==> config.mk <==
export PLATFORM = sky130hd
export DESIGN_NAME = event_control_table
export DESIGN_NICKNAME = d
export VERILOG_FILES = /design/src/hdl/ect_pkg.sv /design/src/hdl/ect_ram.sv /design/src/hdl/event_control_table.sv
export SDC_FILE = /design/constraint.sdc
export NUM_CORES = 2
export LEC_CHECK = 0
export BUFFER_PORTS_ARGS = -buffer_cell sky130_fd_sc_hd__buf_2
export CAP_MARGIN = 20
export CORE_MARGIN = 4
export CORE_UTILIZATION = 40
export DETAILED_ROUTE_END_ITERATION = 12
export PLACE_DENSITY = 0.54
export SLEW_MARGIN = 20
export SYNTH_ARGS = -nofsm -noshare
export SYNTH_HDL_FRONTEND = slang
export SYNTH_HIERARCHICAL = 1
export SYNTH_SLANG_ARGS = --single-unit
==> constraint.sdc <==
create_clock -name clk_i -period 17.75 [get_ports clk_i]
set_input_delay 0.8875 -clock clk_i [delete_from_list [all_inputs] [get_ports clk_i]]
set_output_delay 0.8875 -clock clk_i [all_outputs]
set_load 0.01 [all_outputs]
==> src/hdl/ect_pkg.sv <==
// Shared types and constants for the event control table.
package ect_pkg;

  localparam int unsigned EventSlotsDef = 16;
  localparam int unsigned SlotSelW      = 4;   // handle bits that select a slot

  localparam logic [31:0] HandleBase       = 32'hF100_0000;
  localparam logic [31:0] MarkMode         = 32'h0000_2000;
  localparam logic [31:0] AlwaysReadyReset = 32'hF000_0009;

  localparam logic [2:0] FUNC_OPEN    = 3'd0;
  localparam logic [2:0] FUNC_CLOSE   = 3'd1;
  localparam logic [2:0] FUNC_ENABLE  = 3'd2;
  localparam logic [2:0] FUNC_DELIVER = 3'd3;
  localparam logic [2:0] FUNC_TEST    = 3'd4;

  typedef struct packed {
    logic [2:0]  func;
    logic [31:0] event_ref;
    logic [31:0] event_class;
    logic [31:0] event_spec;
    logic [31:0] event_mode;
    logic [31:0] handler_addr;
  } in_item_t;

  typedef struct packed {
    logic [31:0] event_handle;
    logic        table_full;
    logic        ready_flag;
    logic        call_handler;
    logic [31:0] handler_out;
    logic        delivered;
    logic        last;
  } out_item_t;

endpackage

==> src/hdl/ect_ram.sv <==
// Generic single-write, single-read RAM with registered read data.
module ect_ram #(
  parameter int unsigned Width = 32,
  parameter int unsigned Depth = 16
) (
  input  logic                     clk_i,
  input  logic                     we_i,
  input  logic [$clog2(Depth)-1:0] waddr_i,
  input  logic [Width-1:0]         wdata_i,
  input  logic [$clog2(Depth)-1:0] raddr_i,
  output logic [Width-1:0]         rdata_o
);

  logic [Width-1:0] mem_q [Depth];
  logic [Width-1:0] rdata_q;

  always_ff @(posedge clk_i) begin
    if (we_i) begin
      mem_q[waddr_i] <= wdata_i;
    end
    rdata_q <= mem_q[raddr_i];
  end

  assign rdata_o = rdata_q;

endmodule

==> src/hdl/event_control_table.sv <==
// Event control table: slot store, operation sequencer and result register.
// Open scans slot flags one per cycle.
// Deliver reads one slot per cycle from the RAM through one shared compare,
// except while a callback result waits for a stalled result register.
// One item is in work at a time.
// Reset clears slot flags and sets the config register to AlwaysReadyReset at once; no clearing pass.
module event_control_table #(
  parameter int unsigned EVENT_SLOTS = ect_pkg::EventSlotsDef
) (
  input  logic              clk_i,
  input  logic              rst_ni,
  input  logic              in_valid_i,
  output logic              in_stall_o,
  input  ect_pkg::in_item_t in_data_i,
  output logic              out_valid_o,
  input  logic              out_stall_i,
  output ect_pkg::out_item_t out_data_o,
  input  logic              cfg_valid_i,
  output logic              cfg_ready_o,
  input  logic [31:0]       cfg_data_i
);
  import ect_pkg::*;

  localparam int unsigned AW   = $clog2(EVENT_SLOTS);
  localparam int unsigned CW   = $clog2(EVENT_SLOTS + 1);
  localparam int unsigned RamW = 96;

  typedef enum logic [2:0] {
    S_IDLE, S_EXEC, S_OPEN, S_DLV, S_DFIN, S_TEST
  } state_e;

  typedef enum logic [1:0] {
    ST_FREE, ST_DISABLED, ST_ENABLED
  } status_e;

  state_e    state_q, state_d;
  in_item_t  req_q, req_d;
  logic [AW-1:0] slot_q, slot_d;
  logic      inrange_q, inrange_d;
  logic [CW-1:0] cnt_q, cnt_d;
  logic      pend_q, pend_d;
  logic [AW-1:0] pidx_q, pidx_d;
  logic      any_q, any_d;
  logic [31:0] cfg_q;

  status_e   status_q [EVENT_SLOTS];
  status_e   status_d [EVENT_SLOTS];
  logic [EVENT_SLOTS-1:0] mark_q, mark_d;
  logic [EVENT_SLOTS-1:0] ready_q, ready_d;
  logic [EVENT_SLOTS-1:0] written_q, written_d;

  out_item_t out_q, out_d;
  logic      out_vld_q, out_vld_d;

  logic            in_accept;
  logic            out_free;
  logic            ram_we;
  logic [AW-1:0]   ram_waddr;
  logic [AW-1:0]   ram_raddr;
  logic [RamW-1:0] ram_wdata;
  logic [RamW-1:0] ram_rdata;

  logic [AW-1:0] rd_slot;
  logic [31:0]   rd_class;
  logic [31:0]   cmp_ref;
  logic          class_eq;
  logic          spec_eq;
  logic          dlv_hit;
  logic          dlv_go;
  logic [AW-1:0] cnt_slot;
  logic [AW-1:0] in_slot;
  logic          in_inrange;
  out_item_t     res;

  assign in_accept   = in_valid_i && !in_stall_o;
  assign in_stall_o  = (state_q != S_IDLE);
  assign out_free    = !out_vld_q || !out_stall_i;
  assign cfg_ready_o = 1'b1;
  assign out_valid_o = out_vld_q;
  assign out_data_o  = out_q;

  assign cnt_slot   = cnt_q[AW-1:0];
  assign in_slot    = AW'(in_data_i.event_ref[SlotSelW-1:0]);
  assign in_inrange = 32'(in_data_i.event_ref[SlotSelW-1:0]) < 32'(EVENT_SLOTS);

  // Slot whose RAM word is on the read port this cycle
  assign rd_slot  = (state_q == S_DLV) ? pidx_q : slot_q;
  assign rd_class = written_q[rd_slot] ? ram_rdata[95:64] : 32'd0;

  // Shared class comparator: config class for test, item class for deliver
  assign cmp_ref  = (state_q == S_TEST) ? cfg_q : req_q.event_class;
  assign class_eq = (rd_class == cmp_ref);
  assign spec_eq  = (ram_rdata[63:32] == req_q.event_spec);

  assign dlv_hit = pend_q && (status_q[pidx_q] == ST_ENABLED) && class_eq && spec_eq;
  assign dlv_go  = !(dlv_hit && !mark_q[pidx_q]) || out_free;

  assign ram_waddr = cnt_slot;
  assign ram_wdata = {req_q.event_class, req_q.event_spec, req_q.handler_addr};

  ect_ram #(
    .Width(RamW),
    .Depth(EVENT_SLOTS)
  ) u_ram (
    .clk_i  (clk_i),
    .we_i   (ram_we),
    .waddr_i(ram_waddr),
    .wdata_i(ram_wdata),
    .raddr_i(ram_raddr),
    .rdata_o(ram_rdata)
  );

  always_comb begin
    state_d   = state_q;
    req_d     = req_q;
    slot_d    = slot_q;
    inrange_d = inrange_q;
    cnt_d     = cnt_q;
    pend_d    = pend_q;
    pidx_d    = pidx_q;
    any_d     = any_q;
    status_d  = status_q;
    mark_d    = mark_q;
    ready_d   = ready_q;
    written_d = written_q;
    out_d     = out_q;
    out_vld_d = out_vld_q && out_stall_i;
    ram_we    = 1'b0;
    ram_raddr = slot_q;
    res       = '0;
    res.last  = 1'b1;

    case (state_q)
      S_IDLE: begin
        ram_raddr = in_slot;  // test reads its slot right away
        if (in_accept) begin
          req_d     = in_data_i;
          slot_d    = in_slot;
          inrange_d = in_inrange;
          cnt_d     = '0;
          pend_d    = 1'b0;
          any_d     = 1'b0;
          case (in_data_i.func)
            FUNC_OPEN:    state_d = S_OPEN;
            FUNC_DELIVER: state_d = S_DLV;
            FUNC_TEST:    state_d = S_TEST;
            default:      state_d = S_EXEC;
          endcase
        end
      end

      S_EXEC: begin
        if (out_free) begin
          case (req_q.func)
            FUNC_CLOSE: begin
              if (inrange_q) begin
                status_d[slot_q] = ST_FREE;
              end
            end
            FUNC_ENABLE: begin
              if (inrange_q && status_q[slot_q] == ST_DISABLED) begin
                status_d[slot_q] = ST_ENABLED;
                ready_d[slot_q]  = 1'b0;
              end
            end
            default: ;
          endcase
          out_d     = res;
          out_vld_d = 1'b1;
          state_d   = S_IDLE;
        end
      end

      S_OPEN: begin
        if (cnt_q == CW'(EVENT_SLOTS)) begin
          if (out_free) begin
            res.table_full = 1'b1;
            out_d     = res;
            out_vld_d = 1'b1;
            state_d   = S_IDLE;
          end
        end else if (status_q[cnt_slot] == ST_FREE) begin
          if (out_free) begin
            ram_we              = 1'b1;
            status_d[cnt_slot]  = ST_DISABLED;
            mark_d[cnt_slot]    = (req_q.event_mode == MarkMode);
            ready_d[cnt_slot]   = 1'b0;
            written_d[cnt_slot] = 1'b1;
            res.event_handle    = HandleBase | 32'(cnt_q);
            out_d     = res;
            out_vld_d = 1'b1;
            state_d   = S_IDLE;
          end
        end else begin
          cnt_d = cnt_q + 1'b1;
        end
      end

      S_DLV: begin
        if (dlv_go) begin
          if (dlv_hit) begin
            any_d = 1'b1;
            if (mark_q[pidx_q]) begin
              ready_d[pidx_q] = 1'b1;
            end else begin
              res.last         = 1'b0;
              res.call_handler = 1'b1;
              res.handler_out  = ram_rdata[31:0];
              out_d     = res;
              out_vld_d = 1'b1;
            end
          end
          if (cnt_q != CW'(EVENT_SLOTS)) begin
            ram_raddr = cnt_slot;
            pidx_d    = cnt_slot;
            pend_d    = 1'b1;
            cnt_d     = cnt_q + 1'b1;
          end else begin
            pend_d  = 1'b0;
            state_d = S_DFIN;
          end
        end else begin
          ram_raddr = pidx_q;  // hold the slot until the result slot frees up
        end
      end

      S_DFIN: begin
        if (out_free) begin
          res.delivered = any_q;
          out_d     = res;
          out_vld_d = 1'b1;
          state_d   = S_IDLE;
        end
      end

      S_TEST: begin
        if (out_free) begin
          if (inrange_q) begin
            res.ready_flag  = ready_q[slot_q] || class_eq;
            ready_d[slot_q] = 1'b0;
          end
          out_d     = res;
          out_vld_d = 1'b1;
          state_d   = S_IDLE;
        end
      end

      default: state_d = S_IDLE;
    endcase
  end

  always_ff @(posedge clk_i or negedge rst_ni) begin
    if (!rst_ni) begin
      state_q   <= S_IDLE;
      cnt_q     <= '0;
      pend_q    <= 1'b0;
      any_q     <= 1'b0;
      cfg_q     <= AlwaysReadyReset;
      for (int i = 0; i < EVENT_SLOTS; i++) begin
        status_q[i] <= ST_FREE;
      end
      mark_q    <= '0;
      ready_q   <= '0;
      written_q <= '0;
      out_vld_q <= 1'b0;
    end else begin
      state_q   <= state_d;
      cnt_q     <= cnt_d;
      pend_q    <= pend_d;
      any_q     <= any_d;
      if (cfg_valid_i && cfg_ready_o) begin
        cfg_q <= cfg_data_i;
      end
      status_q  <= status_d;
      mark_q    <= mark_d;
      ready_q   <= ready_d;
      written_q <= written_d;
      out_vld_q <= out_vld_d;
    end
  end

  always_ff @(posedge clk_i) begin
    req_q     <= req_d;
    slot_q    <= slot_d;
    inrange_q <= inrange_d;
    pidx_q    <= pidx_d;
    out_q     <= out_d;
  end

  a_accept_busy: assert property (@(posedge clk_i) disable iff (!rst_ni)
    in_accept |=> in_stall_o)
    else $error("item accepted but sequencer did not leave idle");

  a_handler_not_last: assert property (@(posedge clk_i) disable iff (!rst_ni)
    out_vld_q && out_q.call_handler |-> !out_q.last)
    else $error("handler result marked last");

  a_handle_only_open: assert property (@(posedge clk_i) disable iff (!rst_ni)
    out_vld_q && out_q.event_handle != 32'd0 |-> out_q.last && !out_q.table_full)
    else $error("handle together with table full or not last");

  a_pend_in_range: assert property (@(posedge clk_i) disable iff (!rst_ni)
    pend_q |-> state_q == S_DLV && 32'(pidx_q) < 32'(EVENT_SLOTS))
    else $error("pending slot read outside deliver scan");

  a_open_writes_free: assert property (@(posedge clk_i) disable iff (!rst_ni)
    ram_we |-> state_q == S_OPEN && status_q[cnt_slot] == ST_FREE)
    else $error("slot written while not free");

endmodule

Word-level counts from Yosys, hierarchy flattened
Memories as Yosys holds them, arrays and structs flattened. A register that Yosys moved wholly into a read port is not among the register bits.
Cells that the tools add are included.
{ "op_classes": {"addsub": 1, "multipliers": 0, "n_div": 0, "n_lt_le_gt_ge": 12, "eq_ne": 37, "n_shift": 0, "mux": 95, "n_bitwise": 18, "reduce_logical": 39} }
{ "op_table": {"columns": ["operator", "count"], "rows": [
  ["$mux W69", 10],
  ["$pmux W69 S5", 1],
  ["$mux W32", 7],
  ["$mux W16", 10],
  ["$pmux W32 S2", 2],
  ["$and A16 B16 Y16", 4],
  ["$eq A32 B32 Y1", 2],
  ["$not A16 Y16", 4],
  ["$or A16 B16 Y16", 4],
  ["$pmux W16 S4", 1],
  ["$and A32 B32 Y32", 1],
  ["$eq A32 B14 Y1 const B", 1],
  ["$not A32 Y32", 1],
  ["$ne A2 B2 Y1 const B", 14],
  ["$mux W5", 5],
  ["$bmux W2 S4", 3],
  ["$mux W1", 23],
  ["$lt A4 B5 Y1 const B", 4],
  ["$mux W3", 6],
  ["$bwmux W16", 1],
  ["$demux W2 S4", 2],
  ["$mux W2", 8],
  ["$ge A5 B5 Y1 const B", 3],
  ["$not A4 Y5", 3],
  ["other kinds (40)", 82]
]} }
{ "totals": {"register_bits": 331, "latch_bits": 0, "ramBits": 1536, "romBits": 0, "in_bits": 200, "out_inout_bits": 72, "wordCells": 242, "memories": 1} }
{ "memory_table": {"columns": ["name", "words", "word_bits", "read_ports", "rd_ports_with_merged_regs", "write_ports", "line_no", "rtl"], "rows": [
  ["u_ram.mem_q", 16, 96, 1, 1, 1, "ect_ram.sv:14", "logic [Width-1:0] mem_q [Depth];"]
]} }

Depth between registers and ports, before layout
{ "depth": {"depth_word": 13, "ltp_mapped": 19, "depth_no_buf": 12} }

By module
The synthesis kept the hierarchy.
{ "by_module_without_submodules": {"columns": ["mod", "instances", "cells_per_inst", "area_each_um2", "seq_area_each_um2"], "rows": [
  ["ect_ram", 1, 2460, 59355.7, 48046.1],
  ["event_control_table", 1, 1287, 15127.0, 8550.7]
]} }

Least setup slack after synthesis
OpenSTA, ideal clock, no wires.
{ "synth_timing": {"kind": "register to register", "start": "register cnt_q[1]", "end": "memory u_ram/mem_q[0][0] in the netlist's numbering (enable)", "setup_ns": 0.668, "t_arrival_ns": 8.954, "required_ns": 17.082, "path_slack_ns": 8.127, "path_stages_with_launch": 11, "path_buffers": 2, "period_less_slack_ns": 9.623, "cell_sequence": "dfrtp_1 clkbuf_1 buf_1 inv_1 ha_1 nor4bb_1 nor2_1 nand3_1 clkinv_1 or3b_2 nor3_1"} }
{ "synth_between": {"elab_chain_cells": 10, "elab_cells_between_ends": 11, "cone_classes": "1 x eq/ne; 8 x mux; 1 x bitwise; 1 x reduce/logical"} }
{ "synth_lines": {"columns": ["element", "line_no", "rtl"], "rows": [
  ["from (decl)", "event_control_table.sv:40", "logic [CW-1:0] cnt_q, cnt_d;"],
  ["from (signal assigned)", "event_control_table.sv:268", "cnt_q <= cnt_d;"],
  ["$not A4 Y5 (implied by the code)", "event_control_table.sv:182", "end else if (status_q[cnt_slot] == ST_FREE) begin"],
  ["$bmux W2 S4", "event_control_table.sv:182", null],
  ["$mux W2 (implied by the code) (2 in series)", "event_control_table.sv:182", null],
  ["$logic_not A2 Y1", "event_control_table.sv:182", null],
  ["$mux W1", "event_control_table.sv:182", null],
  ["$mux W1 (*)", "event_control_table.sv:175", "if (cnt_q == CW'(EVENT_SLOTS)) begin"],
  ["$mux W1 (*)", "event_control_table.sv:133", "case (state_q)"],
  ["via ram_we", "event_control_table.sv:57", "logic ram_we;"],
  ["$mux W1 (*)", "ect_ram.sv:18", "if (we_i) begin"],
  ["$mux W1 (implied by the code) (*)", "ect_ram.sv:19", "mem_q[waddr_i] <= wdata_i;"],
  ["to (decl)", "ect_ram.sv:14", null]
]} }
Mark *: on every way through the listed nets, which the timed path passes. The rest lies on a longest branch. The select of a mux whose other input is x is not followed.

Worst setup path in the final report
{ "layout_timing": {"start": "register req_q (netlist bit ram_wdata[38])", "end": "register u_ram.rdata_q[5], in the netlist u_ram/rdata_o[5], read port of u_ram.mem_q"} }
{ "layout_between": {"elab_chain_cells": 7} }
{ "layout_lines": {"columns": ["element", "line_no", "rtl"], "rows": [
  ["from (decl)", "event_control_table.sv:37", "in_item_t req_q, req_d;"],
  ["from (signal assigned)", "event_control_table.sv:283", "req_q <= req_d;"],
  ["$eq A32 B32 Y1", "event_control_table.sv:93", "assign spec_eq = (ram_rdata[63:32] == req_q.event_spec);"],
  ["$logic_and A1 B1 Y1", "event_control_table.sv:95", "assign dlv_hit = pend_q && (status_q[pidx_q] == ST_ENABLED) && class_eq && spec_eq;"],
  ["$logic_and A1 B1 Y1", "event_control_table.sv:96", "assign dlv_go = !(dlv_hit && !mark_q[pidx_q]) || out_free;"],
  ["$logic_not A1 Y1", "event_control_table.sv:96", null],
  ["$logic_or A1 B1 Y1", "event_control_table.sv:96", null],
  ["$mux W4", "event_control_table.sv:200", "if (dlv_go) begin"],
  ["$pmux W4 S2", "event_control_table.sv:133", null],
  ["via ram_raddr[0]", "event_control_table.sv:59", "logic [AW-1:0] ram_raddr;"],
  ["to (decl)", "ect_ram.sv:15", "logic [Width-1:0] rdata_q;"]
]} }
The timed path passes the listed nets, and every way through them passes these cells.
A chain may end at the register's enable or synchronous reset.

==> results.py <==
metrics = {
    "synth": {
        "synthTopCellsByArea": "edfxtp_1 (69%), mux4_2 (12%), dfrtp_1 (3.9%), dfxtp_1 (2.6%), a22oi_1 (2.0%)",
        "synth_cells": 3747,
        "synth_seq_cells": 1937,
        "ys_warn_count": 6,
        "ys.flop_type": "edfxtp_1",
        "synth_compound_area_share_pct": 4.21,
        "synthMuxAreaShare_pct": 13.7,
        "synth_area_per_cell_um2": 19.9,
        "yosysTopAreaCell": "edfxtp_1",
        "syn_area_um2": 74500,
        "async_flop_share_pct": 6.35,
        "synth-edff-count": 1718,
        "synth_top_family_by_area": "multiplexers",
        "ys_types": 75,
        "synth_fa_ha_area_share_pct": 0.101,
        "synth_top_area_share_pct": 69.3,
        "synthSimpleGateAreaFrac_pct": 3.34,
        "seq_area_frac_synth_pct": 76.0,
        "synth-xor-area-share_pct": 0.764,
    },
    "sta": {
        "final.min_clock_period_ns": 8.62,
        "fin_ws_ns": 9.13,
        "slew_violations": 0,
        "worst_hold_slack_ns": 0.226,
        "fin_setup_tns_ns": 0,
        "hold_violations": 0,
        "finalCritPeriodShare_pct": 48.6,
        "tightest_slew_ns": 1.12,
        "slew_headroom_pct": 25.2,
        "max_freq_ghz": 0.116,
        "setup_viol": 0,
        "skew_ns": 0.0385,
        "rsz0062_at_grt": "false",
    },
    "drt": {
        "drtIter0Drc": 3693,
        "vias": 37368,
        "drt_wl_total_mm": 188,
        "via_per_inst": 5.57,
        "drc": 0,
        "wire_per_inst_um": 28.0,
        "drtPass1Iterations": 6,
        "ant_nets": 0,
    },
    "placement": {
        "port_buffers": 220,
        "dp_cells": 6317,
        "place_congestion": 0.843,
        "dpl_worst_slack_ns": 8.71,
        "dp_hpwl_mm": 96.1,
        "dpl_cell_area_um2": 78400,
    },
    "worst_setup_path": {
        "critical_path_required_ns": 18.44,
        "crit_fanout": 92,
        "crit_path_start_kind": "flip-flop",
        "end_kind": "flip-flop",
        "crit_type": "reg -> reg",
        "cp.arrival_ns": 9.31,
    },
    "global_route": {
        "grt_max_degree": 97,
        "grt_pass1_wl_mm": 272,
        "grt_use_total_pct": 19.4,
        "first_global_vias": 38234,
        "antenna_found_initial": 8,
        "overflow": 0,
    },
    "floorplanning": {
        "start_util_pct": 40.2,
        "fp-row-count": 158,
        "die_x_um": 440,
        "fp.coreArea_um2": 185000,
        "die_area_um2": 193000,
        "pin_count": 272,
        "die_h_um": 440,
    },
    "clock_tree": {
        "clock_sinks": 1937,
        "clockRootBuffer": "clkbuf_16",
        "path_clk_slew_ns": 0.06,
        "cts_buffer_depth": 3,
        "cts_buffers": 201,
        "clkLatencyLatePin_ns": 0.83,
        "cts_resized": 0,
        "cts_tree": "yes",
        "h-tree-depth": 4,
    },
    "final_layout": {
        "drive_gt1_share_pct": 26.4,
        "syn_to_final_growth_pct": 14.4,
        "fin_cells": 6704,
        "final_nets": 4247,
        "stdcell_area_um2": 85200,
    },
    "worst_hold_path": {
        "hold_path.class": "in -> reg",
    },
    "power_and_ir_drop": {
        "p_leak_uw": 0.0278,
        "p_per_area_nw_per_um2": 164,
        "ir_drop_uv": 124,
    },
    "status": {
        "status": "finished clean",
    },
    "run": {
        "max_cap_viol_count": 0,
    },
}
-- worst max-delay path, stage by stage (launching register included) --
cell and delay [ns]:
edfxtp_1 0.62, xor2_1 0.27, nor4_1 0.57, nand4_1 0.53, a2111oi_1 0.95, o311ai_0 0.43
nor2_1 0.28, nand4_1 0.53, o211ai_1 0.38, buf_4 0.47, buf_4 0.78, buf_12 0.71
buf_4 0.89, mux4_2 0.60, a22oi_1 0.27, nand2_1 0.12
-- synth_stat cells (all sizes together) (6+ instances only) --
library cell and n:
a211oi 11, a21oi 71, a22oi 202, a31oi 12, and2 40, and3 9, buf 134, clkbuf 94
dfrtp 117, dfstp 6, dfxtp 96, edfxtp 1718, ha 6, inv 35, mux2 53, mux2i 51
mux4 405, nand2 154, nand2b 32, nand3 24, nand3b 6, nand4 13, nor2 90, nor2b 13
nor3 52, nor4 32, o211ai 7, o21ai 92, o22a 6, o22ai 10, o31ai 12, or2 9
or3 9, xnor2 37, xor2 28
-- path summary, 6_finish.rpt --
kind                                              end  cells past startpoint                startpoint  slack [ns]
min in group asynchronous  asynchronous set/reset pin                      2                    rst_ni        0.62
min reg2reg                  written_q[7]$_DFFE_PN0P_                      2  written_q[7]$_DFFE_PN0P_        0.45
min                               req_q[36]$_DFFE_PP_                      1             in_data_i[36]        0.23
max in group asynchronous      ready_q[3]$_DFFE_PN0P_                      3                    rst_ni       15.78
max reg2reg                  u_ram/rdata_o[5]$_DFF_P_                     15   ram_wdata[38]$_DFFE_PP_        9.13
max                          u_ram/rdata_o[5]$_DFF_P_                     15   ram_wdata[38]$_DFFE_PP_        9.13
-- cell families (layout without fill, tap and decap cells) --
group | after synthesis | count (layout)
AO/OA/AOI/OAI | 465 | 465
XOR/XNOR | 65 | 65
adder cells (fa/ha/maj) | 6 | 6
buffers and inverters | 264 | 716
flip-flops | 1937 | 1937
multiplexers | 509 | 509
other | 2 | 27
AND/OR/NAND/NOR | 499 | 499
-- final cells by class --
cell class              count  area [um^2]
multi-input cells        1567        16800
diodes                      4         10.0
clock buffers             289         5750
fillers                 15612       100000
flip-flops and latches   1937        56600
inverters                  36          143
well taps                2480         3100
clock inverters            93         1040
repair buffers            298         1820
-- repair_timing --
| item | in CTS | in global routing |
|---|---|---|
| setup buffers | 0 | 0 |
| hold buffers | 1 | 0 |
| hold endpoints to repair | 4 | 0 |
-- report_power, final --
part           switching [uW]  internal (uW)
Clock                    1760           2510
Combinational            2200           1690
Sequential                334           5500
-- placed cells by master, fill, tap and decap left out, types with 14 or more instances in the layout --
cell type / n
buf_2: 219
nor2_4: 14
edfxtp_1: 1718
dfxtp_1: 96
clkinv_2: 34
clkbuf_8: 30
nor4_1: 31
bufinv_16: 17
inv_1: 34
clkbuf_16: 205
mux2_2: 52
nor3_1: 48
and2_1: 39
xnor2_1: 37
xor2_1: 28
o21ai_0: 90
nand3_1: 24
a22oi_1: 202
a21oi_1: 71
nand2b_1: 32
clkbuf_1: 54
buf_4: 67
mux2i_1: 51
dfrtp_1: 117
nand2_1: 154
nor2_1: 76
conb_1: 23
mux4_2: 405
clkinv_1: 20
-- flip-flops by register name, summed over array words and instances, names as in the netlist, named ones only --
signal and flops:
mark_q 16, out_data_o 43, written_q 16, req_q 35, u_ram/rdata_o 96, pend_q 1
pidx_q 4, u_ram/mem_q 1536, cfg_q 32, state_q 3, ready_q 16, any_q 1
slot_q 4, out_valid_o 1, cnt_q 5, status_q 16, ram_wdata 96
-- routing by layer --
layer  track usage (%)  up-vias  wire length, um
met4              5.62        0             4910
met2              31.0     1103            90200
met5                 0        -                0
met1              27.6    20078            82800
met3              3.21      279            10000
li1                  -    15908                -
-- per-stage QoR --
stage	util (%)	power (uW)
4_1_cts	46.0	14200
6_report	46.0	14000
2_1_floorplan	-	8740
3_5_place_dp	42.3	9890
3_3_place_gp	42.3	9870
5_1_grt	46.0	14700
(Power assumes the default switching activity.)
